**src/rtl/core/ate_pkg.sv**
```systemverilog
// Package for the adaptive timeout estimator: window sizing, register indexes,
// queue item and configuration types. No dependencies.
`default_nettype none

package ate_pkg;

    localparam int WINDOW_DEPTH = 100;
    localparam int LAT_W        = 24;
    localparam int GAIN_W       = 8;
    localparam int FRAC_W       = 4;
    localparam int PTR_W        = (WINDOW_DEPTH > 1) ? $clog2(WINDOW_DEPTH) : 1;
    localparam int CNT_W        = $clog2(WINDOW_DEPTH + 1);
    localparam int SUM_W        = LAT_W + CNT_W;
    localparam int STEP_W       = $clog2(SUM_W + 1);
    localparam int PROD_W       = LAT_W + GAIN_W;
    // queue pointers wrap naturally, so keep the depth a power of two
    localparam int QUEUE_DEPTH  = 2;
    localparam int QPTR_W       = $clog2(QUEUE_DEPTH);
    localparam int QCNT_W       = $clog2(QUEUE_DEPTH + 1);
    localparam int REG_IDX_W    = 3;

    localparam logic [LAT_W-1:0]  CONNECT_RESET = LAT_W'(5000);
    localparam logic [LAT_W-1:0]  SEND_RESET    = LAT_W'(30000);
    localparam logic [LAT_W-1:0]  RECEIVE_RESET = LAT_W'(30000);
    localparam logic [LAT_W-1:0]  OVERALL_RESET = LAT_W'(60000);
    localparam logic [GAIN_W-1:0] GAIN_RESET    = GAIN_W'(48);

    typedef enum logic [REG_IDX_W-1:0] {
        REG_CONNECT = 3'd0,
        REG_SEND    = 3'd1,
        REG_RECEIVE = 3'd2,
        REG_OVERALL = 3'd3,
        REG_ADAPT   = 3'd4,
        REG_GAIN    = 3'd5
    } ate_reg_t;

    typedef enum logic {
        OP_RECORD = 1'b0,
        OP_QUERY  = 1'b1
    } ate_op_t;

    typedef enum logic [1:0] {
        PH_CONNECT = 2'd0,
        PH_SEND    = 2'd1,
        PH_RECEIVE = 2'd2,
        PH_TOTAL   = 2'd3
    } ate_phase_t;

    typedef enum logic [2:0] {
        BK_IDLE,
        BK_EVICT,
        BK_DIV,
        BK_MUL,
        BK_CLAMP
    } ate_state_t;

    typedef struct packed {
        ate_op_t          op;
        ate_phase_t       phase;
        logic [LAT_W-1:0] latency;
        logic             succeeded;
    } ate_item_t;

    typedef struct packed {
        logic [LAT_W-1:0]  connect_limit;
        logic [LAT_W-1:0]  send_limit;
        logic [LAT_W-1:0]  receive_limit;
        logic [LAT_W-1:0]  overall_limit;
        logic              adapt_enable;
        logic [GAIN_W-1:0] gain_q4;
    } ate_cfg_t;

endpackage

`default_nettype wire

```
**src/rtl/core/ate_front.sv**
```systemverilog
// Front end: accepts stream items, classifies them into record or query
// items and holds one until the queue takes it. Uses ate_pkg.
`default_nettype none

module ate_front (
    input  wire logic              clk,
    input  wire logic              rst_n,
    input  wire logic              s_axis_tvalid,
    output logic                   s_axis_tready,
    input  wire logic [31:0]       s_axis_tdata,  // latency_ms[23:0], succeeded[24], zero pad
    input  wire logic [2:0]        s_axis_tuser,  // command[0], phase_sel[2:1]
    output logic                   push_valid,
    input  wire logic              push_ready,
    output ate_pkg::ate_item_t     push_item
);

    logic               hold_valid_reg;
    logic               hold_valid_next;
    ate_pkg::ate_item_t hold_item_reg;
    ate_pkg::ate_item_t in_item;
    logic               take;

    always_comb
    begin
        in_item.op        = s_axis_tuser[0] ? ate_pkg::OP_QUERY : ate_pkg::OP_RECORD;
        in_item.phase     = ate_pkg::ate_phase_t'(s_axis_tuser[2:1]);
        in_item.latency   = s_axis_tdata[ate_pkg::LAT_W-1:0];
        in_item.succeeded = s_axis_tdata[ate_pkg::LAT_W];
    end

    assign s_axis_tready = !hold_valid_reg || push_ready;
    assign take          = s_axis_tvalid && s_axis_tready;
    assign push_valid    = hold_valid_reg;
    assign push_item     = hold_item_reg;

    always_comb
    begin
        hold_valid_next = hold_valid_reg;
        if (take)
        begin
            hold_valid_next = 1'b1;
        end
        else if (push_ready)
        begin
            hold_valid_next = 1'b0;
        end
    end

    always_ff @(posedge clk or negedge rst_n)
    begin
        if (!rst_n)
        begin
            hold_valid_reg <= 1'b0;
        end
        else
        begin
            hold_valid_reg <= hold_valid_next;
        end
    end

    always_ff @(posedge clk)
    begin
        if (take)
        begin
            hold_item_reg <= in_item;
        end
    end

endmodule

`default_nettype wire

```
**src/rtl/core/ate_queue.sv**
```systemverilog
// Short item queue between front and back end, so each side stalls on its own.
// Uses ate_pkg.
`default_nettype none

module ate_queue (
    input  wire logic               clk,
    input  wire logic               rst_n,
    input  wire logic               push_valid,
    output logic                    push_ready,
    input  wire ate_pkg::ate_item_t push_item,
    output logic                    pop_valid,
    input  wire logic               pop_ready,
    output ate_pkg::ate_item_t      pop_item
);

    ate_pkg::ate_item_t               slot_reg [ate_pkg::QUEUE_DEPTH];
    logic [ate_pkg::QPTR_W-1:0]       wr_ptr_reg;
    logic [ate_pkg::QPTR_W-1:0]       wr_ptr_next;
    logic [ate_pkg::QPTR_W-1:0]       rd_ptr_reg;
    logic [ate_pkg::QPTR_W-1:0]       rd_ptr_next;
    logic [ate_pkg::QCNT_W-1:0]       count_reg;
    logic [ate_pkg::QCNT_W-1:0]       count_next;
    logic                             do_push;
    logic                             do_pop;

    assign push_ready = count_reg != ate_pkg::QCNT_W'(ate_pkg::QUEUE_DEPTH);
    assign pop_valid  = count_reg != '0;
    assign pop_item   = slot_reg[rd_ptr_reg];
    assign do_push    = push_valid && push_ready;
    assign do_pop     = pop_valid && pop_ready;

    always_comb
    begin
        wr_ptr_next = wr_ptr_reg;
        rd_ptr_next = rd_ptr_reg;
        count_next  = count_reg;
        if (do_push)
        begin
            wr_ptr_next = wr_ptr_reg + 1'b1;
        end
        if (do_pop)
        begin
            rd_ptr_next = rd_ptr_reg + 1'b1;
        end
        if (do_push && !do_pop)
        begin
            count_next = count_reg + 1'b1;
        end
        else if (do_pop && !do_push)
        begin
            count_next = count_reg - 1'b1;
        end
    end

    always_ff @(posedge clk or negedge rst_n)
    begin
        if (!rst_n)
        begin
            wr_ptr_reg <= '0;
            rd_ptr_reg <= '0;
            count_reg  <= '0;
        end
        else
        begin
            wr_ptr_reg <= wr_ptr_next;
            rd_ptr_reg <= rd_ptr_next;
            count_reg  <= count_next;
        end
    end

    always_ff @(posedge clk)
    begin
        if (do_push)
        begin
            slot_reg[wr_ptr_reg] <= push_item;
        end
    end

endmodule

`default_nettype wire

```
**src/rtl/core/ate_back.sv**
```systemverilog
// Back end: latency window ring, running success sum and count, serial mean
// divider, gain multiply and clamp, output register. Uses ate_pkg.
`default_nettype none

module ate_back (
    input  wire logic               clk,
    input  wire logic               rst_n,
    input  wire ate_pkg::ate_cfg_t  cfg,
    input  wire logic               pop_valid,
    output logic                    pop_ready,
    input  wire ate_pkg::ate_item_t pop_item,
    output logic                    m_axis_tvalid,
    input  wire logic               m_axis_tready,
    output logic [47:0]             m_axis_tdata   // timeout_ms[23:0], mean_latency[47:24]
);

    localparam int LAT_W  = ate_pkg::LAT_W;
    localparam int PTR_W  = ate_pkg::PTR_W;
    localparam int CNT_W  = ate_pkg::CNT_W;
    localparam int SUM_W  = ate_pkg::SUM_W;
    localparam int STEP_W = ate_pkg::STEP_W;
    localparam int PROD_W = ate_pkg::PROD_W;
    localparam int ADP_W  = PROD_W - ate_pkg::FRAC_W;

    // window storage
    logic [LAT_W-1:0] lat_mem  [ate_pkg::WINDOW_DEPTH];
    logic             succ_mem [ate_pkg::WINDOW_DEPTH];
    logic [LAT_W-1:0] rd_lat_reg;
    logic             rd_succ_reg;
    logic             mem_we;
    logic [PTR_W-1:0] mem_waddr;

    ate_pkg::ate_state_t state_reg, state_next;
    logic [CNT_W-1:0]    fill_reg, fill_next;
    logic [PTR_W-1:0]    oldest_reg, oldest_next;
    logic [SUM_W-1:0]    sum_reg, sum_next;
    logic [CNT_W-1:0]    scount_reg, scount_next;
    logic                out_valid_reg, out_valid_next;

    logic [LAT_W-1:0]    cur_lat_reg, cur_lat_next;
    logic                cur_ok_reg, cur_ok_next;
    logic [LAT_W-1:0]    base_reg, base_next;
    logic [SUM_W-1:0]    div_reg, div_next;
    logic [CNT_W:0]      rem_reg, rem_next;
    logic [STEP_W-1:0]   step_reg, step_next;
    logic [LAT_W-1:0]    mean_reg, mean_next;
    logic [PROD_W-1:0]   prod_reg, prod_next;
    logic [LAT_W-1:0]    out_timeout_reg, out_timeout_next;
    logic [LAT_W-1:0]    out_mean_reg, out_mean_next;

    logic [LAT_W-1:0]    phase_base;
    logic [CNT_W:0]      slot_sum;
    logic [PTR_W-1:0]    append_slot;
    logic [PTR_W-1:0]    oldest_inc;
    logic                window_full;
    logic [CNT_W:0]      rem_shift;
    logic [ADP_W-1:0]    adaptive;
    logic [LAT_W-1:0]    half_base;
    logic [LAT_W-1:0]    clamped;
    logic                out_free;

    assign m_axis_tvalid = out_valid_reg;
    assign m_axis_tdata  = {out_mean_reg, out_timeout_reg};
    assign out_free      = !out_valid_reg || m_axis_tready;
    assign pop_ready     = state_reg == ate_pkg::BK_IDLE;
    assign window_full   = fill_reg == CNT_W'(ate_pkg::WINDOW_DEPTH);

    always_comb
    begin
        unique case (pop_item.phase)
            ate_pkg::PH_CONNECT: phase_base = cfg.connect_limit;
            ate_pkg::PH_SEND:    phase_base = cfg.send_limit;
            ate_pkg::PH_RECEIVE: phase_base = cfg.receive_limit;
            ate_pkg::PH_TOTAL:   phase_base = cfg.overall_limit;
            default:             phase_base = cfg.overall_limit;
        endcase
    end

    // ring slot arithmetic: oldest stays below the depth, fill at most reaches it
    always_comb
    begin
        slot_sum = (CNT_W+1)'(oldest_reg) + (CNT_W+1)'(fill_reg);
        if (slot_sum >= (CNT_W+1)'(ate_pkg::WINDOW_DEPTH))
        begin
            slot_sum = slot_sum - (CNT_W+1)'(ate_pkg::WINDOW_DEPTH);
        end
        append_slot = slot_sum[PTR_W-1:0];
        if (oldest_reg == PTR_W'(ate_pkg::WINDOW_DEPTH - 1))
        begin
            oldest_inc = '0;
        end
        else
        begin
            oldest_inc = oldest_reg + 1'b1;
        end
    end

    always_comb
    begin
        rem_shift = {rem_reg[CNT_W-1:0], div_reg[SUM_W-1]};
        adaptive  = prod_reg[PROD_W-1:ate_pkg::FRAC_W];
        half_base = base_reg >> 1;
        if (adaptive < ADP_W'(base_reg))
        begin
            clamped = adaptive[LAT_W-1:0];
        end
        else
        begin
            clamped = base_reg;
        end
        if (clamped < half_base)
        begin
            clamped = half_base;
        end
        if (!cfg.adapt_enable || fill_reg == '0)
        begin
            clamped = base_reg;
        end
    end

    always_comb
    begin
        state_next       = state_reg;
        fill_next        = fill_reg;
        oldest_next      = oldest_reg;
        sum_next         = sum_reg;
        scount_next      = scount_reg;
        out_valid_next   = out_valid_reg && !m_axis_tready;
        cur_lat_next     = cur_lat_reg;
        cur_ok_next      = cur_ok_reg;
        base_next        = base_reg;
        div_next         = div_reg;
        rem_next         = rem_reg;
        step_next        = step_reg;
        mean_next        = mean_reg;
        prod_next        = prod_reg;
        out_timeout_next = out_timeout_reg;
        out_mean_next    = out_mean_reg;
        mem_we           = 1'b0;
        mem_waddr        = append_slot;

        unique case (state_reg)
            ate_pkg::BK_IDLE:
            begin
                if (pop_valid)
                begin
                    cur_lat_next = pop_item.latency;
                    cur_ok_next  = pop_item.succeeded;
                    base_next    = phase_base;
                    if (pop_item.op == ate_pkg::OP_RECORD)
                    begin
                        if (window_full)
                        begin
                            // oldest entry is being read this cycle
                            state_next = ate_pkg::BK_EVICT;
                        end
                        else
                        begin
                            mem_we    = 1'b1;
                            fill_next = fill_reg + 1'b1;
                            if (pop_item.succeeded)
                            begin
                                sum_next    = sum_reg + SUM_W'(pop_item.latency);
                                scount_next = scount_reg + 1'b1;
                            end
                        end
                    end
                    else if (scount_reg == '0)
                    begin
                        mean_next  = '0;
                        state_next = ate_pkg::BK_MUL;
                    end
                    else
                    begin
                        div_next   = sum_reg;
                        rem_next   = '0;
                        step_next  = '0;
                        state_next = ate_pkg::BK_DIV;
                    end
                end
            end
            ate_pkg::BK_EVICT:
            begin
                mem_we      = 1'b1;
                mem_waddr   = oldest_reg;
                oldest_next = oldest_inc;
                sum_next    = sum_reg - (rd_succ_reg ? SUM_W'(rd_lat_reg) : '0)
                            + (cur_ok_reg ? SUM_W'(cur_lat_reg) : '0);
                scount_next = scount_reg - CNT_W'(rd_succ_reg) + CNT_W'(cur_ok_reg);
                state_next  = ate_pkg::BK_IDLE;
            end
            ate_pkg::BK_DIV:
            begin
                // one restoring step per cycle
                if (rem_shift >= {1'b0, scount_reg})
                begin
                    rem_next = rem_shift - {1'b0, scount_reg};
                    div_next = {div_reg[SUM_W-2:0], 1'b1};
                end
                else
                begin
                    rem_next = rem_shift;
                    div_next = {div_reg[SUM_W-2:0], 1'b0};
                end
                step_next = step_reg + 1'b1;
                if (step_reg == STEP_W'(SUM_W - 1))
                begin
                    mean_next  = div_next[LAT_W-1:0];
                    state_next = ate_pkg::BK_MUL;
                end
            end
            ate_pkg::BK_MUL:
            begin
                prod_next  = PROD_W'(mean_reg) * PROD_W'(cfg.gain_q4);
                state_next = ate_pkg::BK_CLAMP;
            end
            ate_pkg::BK_CLAMP:
            begin
                if (out_free)
                begin
                    out_valid_next   = 1'b1;
                    out_timeout_next = clamped;
                    out_mean_next    = mean_reg;
                    state_next       = ate_pkg::BK_IDLE;
                end
            end
            default:
            begin
                state_next = ate_pkg::BK_IDLE;
            end
        endcase
    end

    always_ff @(posedge clk or negedge rst_n)
    begin
        if (!rst_n)
        begin
            state_reg     <= ate_pkg::BK_IDLE;
            fill_reg      <= '0;
            oldest_reg    <= '0;
            sum_reg       <= '0;
            scount_reg    <= '0;
            out_valid_reg <= 1'b0;
        end
        else
        begin
            state_reg     <= state_next;
            fill_reg      <= fill_next;
            oldest_reg    <= oldest_next;
            sum_reg       <= sum_next;
            scount_reg    <= scount_next;
            out_valid_reg <= out_valid_next;
        end
    end

    always_ff @(posedge clk)
    begin
        cur_lat_reg     <= cur_lat_next;
        cur_ok_reg      <= cur_ok_next;
        base_reg        <= base_next;
        div_reg         <= div_next;
        rem_reg         <= rem_next;
        step_reg        <= step_next;
        mean_reg        <= mean_next;
        prod_reg        <= prod_next;
        out_timeout_reg <= out_timeout_next;
        out_mean_reg    <= out_mean_next;
    end

    always_ff @(posedge clk)
    begin
        if (mem_we)
        begin
            lat_mem[mem_waddr]  <= cur_lat_next;
            succ_mem[mem_waddr] <= cur_ok_next;
        end
        rd_lat_reg  <= lat_mem[oldest_reg];
        rd_succ_reg <= succ_mem[oldest_reg];
    end

`ifndef SYNTHESIS
    a_fill_bound: assert property (@(posedge clk) disable iff (!rst_n)
        fill_reg <= CNT_W'(ate_pkg::WINDOW_DEPTH))
        else $error("window fill count beyond depth");

    a_scount_bound: assert property (@(posedge clk) disable iff (!rst_n)
        scount_reg <= fill_reg)
        else $error("success count exceeds fill count");

    a_empty_sum: assert property (@(posedge clk) disable iff (!rst_n)
        scount_reg == '0 |-> sum_reg == '0)
        else $error("nonzero success sum with no successes");

    a_evict_entry: assert property (@(posedge clk) disable iff (!rst_n)
        state_reg == ate_pkg::BK_EVICT |-> $past(state_reg) == ate_pkg::BK_IDLE
            && $past(window_full))
        else $error("eviction without a full window");
`endif

endmodule

`default_nettype wire

```
**src/rtl/core/adaptive_timeout_estimator_core.sv**
```systemverilog
// Adaptive timeout estimator, top level: configuration registers, front end,
// item queue and back end. Uses ate_pkg, ate_front, ate_queue and ate_back.
// A record item updates the window from the back end's idle state, or by way of
// an evict state when the window is full and the oldest entry is read first; a
// query result comes from the 31-step serial divider for the mean, then one
// multiply and one clamp step, with the divider skipped when the window holds no
// successful record. The back end takes no new item until it is back in idle;
// the front end and queue keep accepting items meanwhile while the queue has room.
// Reset: limits, adapt enable and gain return to their defaults and the window
// is empty; ring contents are not cleared and their reads are never used before written.
`default_nettype none

module adaptive_timeout_estimator_core (
    input  wire logic                          clk,
    input  wire logic                          rst_n,
    input  wire logic                          cfg_we,
    input  wire logic [ate_pkg::REG_IDX_W-1:0] cfg_index,
    input  wire logic [ate_pkg::LAT_W-1:0]     cfg_data,
    input  wire logic                          s_axis_tvalid,
    output logic                               s_axis_tready,
    input  wire logic [31:0]                   s_axis_tdata,  // latency_ms[23:0], succeeded[24]
    input  wire logic [2:0]                    s_axis_tuser,  // command[0], phase_sel[2:1]
    output logic                               m_axis_tvalid,
    input  wire logic                          m_axis_tready,
    output logic [47:0]                        m_axis_tdata   // timeout_ms[23:0], mean_latency[47:24]
);

    ate_pkg::ate_cfg_t  cfg_reg;
    ate_pkg::ate_cfg_t  cfg_next;
    logic               push_valid;
    logic               push_ready;
    ate_pkg::ate_item_t push_item;
    logic               pop_valid;
    logic               pop_ready;
    ate_pkg::ate_item_t pop_item;

    always_comb
    begin
        cfg_next = cfg_reg;
        if (cfg_we)
        begin
            unique case (cfg_index)
                ate_pkg::REG_CONNECT: cfg_next.connect_limit = cfg_data;
                ate_pkg::REG_SEND:    cfg_next.send_limit    = cfg_data;
                ate_pkg::REG_RECEIVE: cfg_next.receive_limit = cfg_data;
                ate_pkg::REG_OVERALL: cfg_next.overall_limit = cfg_data;
                ate_pkg::REG_ADAPT:   cfg_next.adapt_enable  = cfg_data[0];
                ate_pkg::REG_GAIN:    cfg_next.gain_q4       = cfg_data[ate_pkg::GAIN_W-1:0];
                default:              cfg_next = cfg_reg;
            endcase
        end
    end

    always_ff @(posedge clk or negedge rst_n)
    begin
        if (!rst_n)
        begin
            cfg_reg.connect_limit <= ate_pkg::CONNECT_RESET;
            cfg_reg.send_limit    <= ate_pkg::SEND_RESET;
            cfg_reg.receive_limit <= ate_pkg::RECEIVE_RESET;
            cfg_reg.overall_limit <= ate_pkg::OVERALL_RESET;
            cfg_reg.adapt_enable  <= 1'b1;
            cfg_reg.gain_q4       <= ate_pkg::GAIN_RESET;
        end
        else
        begin
            cfg_reg <= cfg_next;
        end
    end

    ate_front u_front (
        .clk           (clk),
        .rst_n         (rst_n),
        .s_axis_tvalid (s_axis_tvalid),
        .s_axis_tready (s_axis_tready),
        .s_axis_tdata  (s_axis_tdata),
        .s_axis_tuser  (s_axis_tuser),
        .push_valid    (push_valid),
        .push_ready    (push_ready),
        .push_item     (push_item)
    );

    ate_queue u_queue (
        .clk        (clk),
        .rst_n      (rst_n),
        .push_valid (push_valid),
        .push_ready (push_ready),
        .push_item  (push_item),
        .pop_valid  (pop_valid),
        .pop_ready  (pop_ready),
        .pop_item   (pop_item)
    );

    ate_back u_back (
        .clk           (clk),
        .rst_n         (rst_n),
        .cfg           (cfg_reg),
        .pop_valid     (pop_valid),
        .pop_ready     (pop_ready),
        .pop_item      (pop_item),
        .m_axis_tvalid (m_axis_tvalid),
        .m_axis_tready (m_axis_tready),
        .m_axis_tdata  (m_axis_tdata)
    );

endmodule

`default_nettype wire
```
**config.mk**
```make
export PLATFORM = sky130hd
export DESIGN_NAME = adaptive_timeout_estimator_core
export DESIGN_NICKNAME = d
export VERILOG_FILES = /design/src/rtl/core/ate_pkg.sv /design/src/rtl/core/ate_front.sv /design/src/rtl/core/ate_queue.sv /design/src/rtl/core/ate_back.sv /design/src/rtl/core/adaptive_timeout_estimator_core.sv
export SDC_FILE = /design/constraint.sdc
export NUM_CORES = 2
export LEC_CHECK = 0
export BUFFER_PORTS_ARGS = -buffer_cell sky130_fd_sc_hd__buf_4
export CORE_MARGIN = 1.5
export CORE_UTILIZATION = 55
export DETAILED_ROUTE_END_ITERATION = 6
export PLACE_DENSITY = 0.72
export RECOVER_POWER = 100
export SYNTH_ARGS = -nofsm -noshare
export SYNTH_HDL_FRONTEND = slang
export SYNTH_SLANG_ARGS = --single-unit
```
**constraint.sdc**
```tcl
create_clock -name clk -period 15.3 [get_ports clk]
set_clock_uncertainty 0.15 [all_clocks]
set_input_delay 2.295 -clock clk [delete_from_list [all_inputs] [get_ports clk]]
set_output_delay 2.295 -clock clk [all_outputs]
set_load 0.01 [all_outputs]
```
==> results summary <==
The run finished, with violations left. The final reports fail on capacitance limit, slew limit. The unique cell type count in the Yosys netlist came out at 86.

The total negative slack is 0 ps. The count of warnings emitted by yosys is 0. The core area came out at 227000 um^2. The most used routing layer is met2. Of the cells placed in the final design, the portion with a size suffix greater than 1 is 0.233.

The insertion delay to the later sink of the worst-skew pair is 930 ps. The worst setup path is captured at an asynchronous set/reset pin. The count of flip-flops with a built-in enable after synthesis is 2751. The count of nets after finishing came out at 7112.

After clock tree synthesis, the flow added hold-fix buffers numbering 0. The tool flagged a number of max-cap violations equal to 154. Leaving out fill and tap cells, the most frequent cell in the layout is sky130_fd_sc_hd__edfxtp_1. The y dimension of the die is 480 um. The via count of the first global-routing pass is 64200. The total congestion overflow after global routing is 0. The transition time at the pin with the least slew margin is 4890 ps. The share of the synthesized netlist area taken by xor and xnor gates came out at 0.00587. The async set or reset register ratio after synthesis came out at 0.0559. The net count after synthesis is 6823. The final weighted congestion of routability-driven global placement is 0.886. The detailed placer's ending HPWL is 166000 um. The initial antenna violation count is 26. The mapped netlist covers 125000 um^2. The tree built by TritonCTS fans out to 2967 sinks. The die width came out at 480 um.

The post-synthesis share of cell area spent on full adders, half adders and majority gates is 0.0446. For the worst setup path, the data required time is 15450 ps. The number of buffers added on ports is 109. The most numerous cell type found on the critical path is sky130_fd_sc_hd__clkbuf_1. The critical path is of the in -> async type. The gate count of the mapped netlist is 6405. The number of max-slew violations in the final report came to 5719. In this design, the stage delay of the slowest critical-path cell is 2540 ps. Once the clock tree was built, the resizer swapped 0 gates to a different size. The register with the most flip-flops in the layout has 2400 of them. Before antenna repair, the detailed router went through 6 iterations. In the finished design, the share of the clock period the worst path needs comes to 0.621. Among all flip-flop cells after synthesis, the most frequent one is sky130_fd_sc_hd__edfxtp_1. The starting DRC count in detailed routing came out at 7545.

The area growth from synthesis to layout is 11.2%. The average wire length per cell after detail routing is 29.6 um. The placed cell area came out at 131000 um^2.

The number of standard-cell rows in the floorplan came out at 175. The arrival time at the worst endpoint came out at 9660 ps. The count of endpoints failing setup in the final report is 0.

On the final layout, the worst hold slack is 300 ps. The basic-gate share of the synthesized area counting and, or, nand and nor cells is 0.0351. The worst setup path is launched from a primary input. For this run, design rule violations remaining after detail routing come to 0. The average cell area after synthesis is 19.6 um^2. The final instance area came out at 139000 um^2. The routed design has 294000 um of wire. The global-route wire length before repair is 433000 um. Setup repair after global routing left no endpoint under its margin. The pin count of the biggest net entering global routing came out at 135. In this run the worst path has a maximum fanout of 57. The starting density of the core is 0.552. On the critical path, the stage with the largest delay is an instance of sky130_fd_sc_hd__clkbuf_1. The upper clock frequency limit is 0.105 GHz.

The final critical-path required period came out at 9510 ps. The met1 routing resource usage after global routing came out at 0.364. The sequential share of the synthesized area is 0.700. The number of antenna-violating nets in the routed design came out at 0. Walking the worst path, the cells encountered are clkbuf_1 -> clkbuf_1 -> clkbuf_1. The post-CTS clock slew at the launch and capture registers of the worst setup and hold paths came out at 60 ps. After clock tree synthesis, the setup repair step added 0 buffers. The die area is 231000 um^2. The synthesized-area fraction occupied by ao, oa, aoi and oai cells is 0.0268. The via total after detailed routing came out at 63200.

In this design, the largest share of critical-path delay is due to buffers and inverters. The number of I/O pins came out at 117. TritonCTS built the clock tree. The path class of the tightest hold or removal check is reg -> reg. The via density per instance came out at 6.36. The slack of the critical path came out at 5790 ps. The number of buffers and inverters on the critical path is 3. The worst pin sits at a relative slew slack of -2.26.

The routing usage on met2 is 0.415. In the layout the commonest cells are 2751 x sky130_fd_sc_hd__edfxtp_1, 824 x sky130_fd_sc_hd__mux4_2, 318 x sky130_fd_sc_hd__clkbuf_16, 268 x sky130_fd_sc_hd__inv_1, 262 x sky130_fd_sc_hd__clkbuf_1. The number of buffers created by CTS came out at 312. The clock passes through at most 4 buffers. Counting flops and latches in the post-synthesis netlist gives 2967. In the global route stage, overall resource usage came out at 0.258.

The tree is rooted in a sky130_fd_sc_hd__clkbuf_16. Before CTS, the worst setup slack after placement is 8600 ps. The portion of synthesized area spent on multiplexers is 0.169. The final-report hold violation count was 0.

The routing usage on met3 is 0.0383. The largest family of logic cells by synthesized area is multiplexers. CTS built an H-tree with a depth of 5.
-- cells in the mapped netlist (all sizes together) (30+ instances only) --
master	instances	share of area
a211oi	48	0.0030
a21o	81	0.0049
a21oi	96	0.0039
and2	199	0.0099
buf	141	0.0054
clkbuf	174	0.0052
dfrtp	137	0.027
dfxtp	50	0.0080
edfxtp	2751	0.66
fa	160	0.026
ha	191	0.019
inv	268	0.0080
mux2	199	0.018
mux2i	36	0.0029
mux4	824	0.15
nand2	190	0.0057
nor2	157	0.0047
nor3	160	0.0068
o21ai	126	0.0050
xnor2	54	0.0038
xor2	30	0.0021
-- final cells by class --
| class | count | area, um^2 |
|---|---|---|
| antenna | 5 | 12.5 |
| multi-input combinational | 2855 | 35500 |
| clock buffer | 395 | 8360 |
| timing repair buffer | 290 | 1500 |
| sequential | 2967 | 87800 |
| inverter | 268 | 1010 |
| clock inverter | 144 | 1450 |
| tap | 3009 | 3760 |
| fill | 15700 | 87700 |
-- through the flow --
stage / std cells / utilization
after floorplan: 6405 / -
after global placement: 9389 / 0.576
after detailed placement: 9389 / 0.576
after CTS: 9928 / 0.619
after global routing: 9929 / 0.614
final: 9933 / 0.614
-- final timing paths --
| check | from | end | slack [ps] | cells after the start |
|---|---|---|---|---|
| worst min register to register | u_front.push_item[6] | u_queue.slot_reg[0][6] | 300 | 0 |
| worst min-delay path | u_front.push_item[6] | u_queue.slot_reg[0][6] | 300 | 0 |
| worst max-delay path | rst_n | cfg_reg[11] | 5790 | 3 |
| worst max register to register | u_back.oldest_reg[0] | u_back.rd_lat_reg[4] | 6150 | 7 |
| min in group asynchronous | rst_n | u_back.sum_reg[28] | 2440 | 1 |
| max in group clk | u_back.oldest_reg[0] | u_back.rd_lat_reg[4] | 6150 | 7 |
-- logic make-up (layout without fill, tap and decap cells) --
logic type                 count (synthesis)  count (layout)
and+or+nand+nor                          862             862
other                                      0               5
xor gates and xnor gates                  84              84
AOI/OAI and AO/OA                        499             499
buffers and inverters                    583            1097
muxes                                   1059            1059
adders and majority gates                351             351
DFF                                     2967            2967
-- per-layer routing --
| layer | wire, um | share of wire |
|---|---|---|
| met4 | 11400 | 0.039 |
| met1 | 116000 | 0.40 |
| met5 | 75 | 0.00026 |
| met3 | 23400 | 0.080 |
| met2 | 143000 | 0.49 |
Power is left out: the tool's default activity adds up to more than one toggle a clock period on the data nets, which glitch-free logic cannot reach.
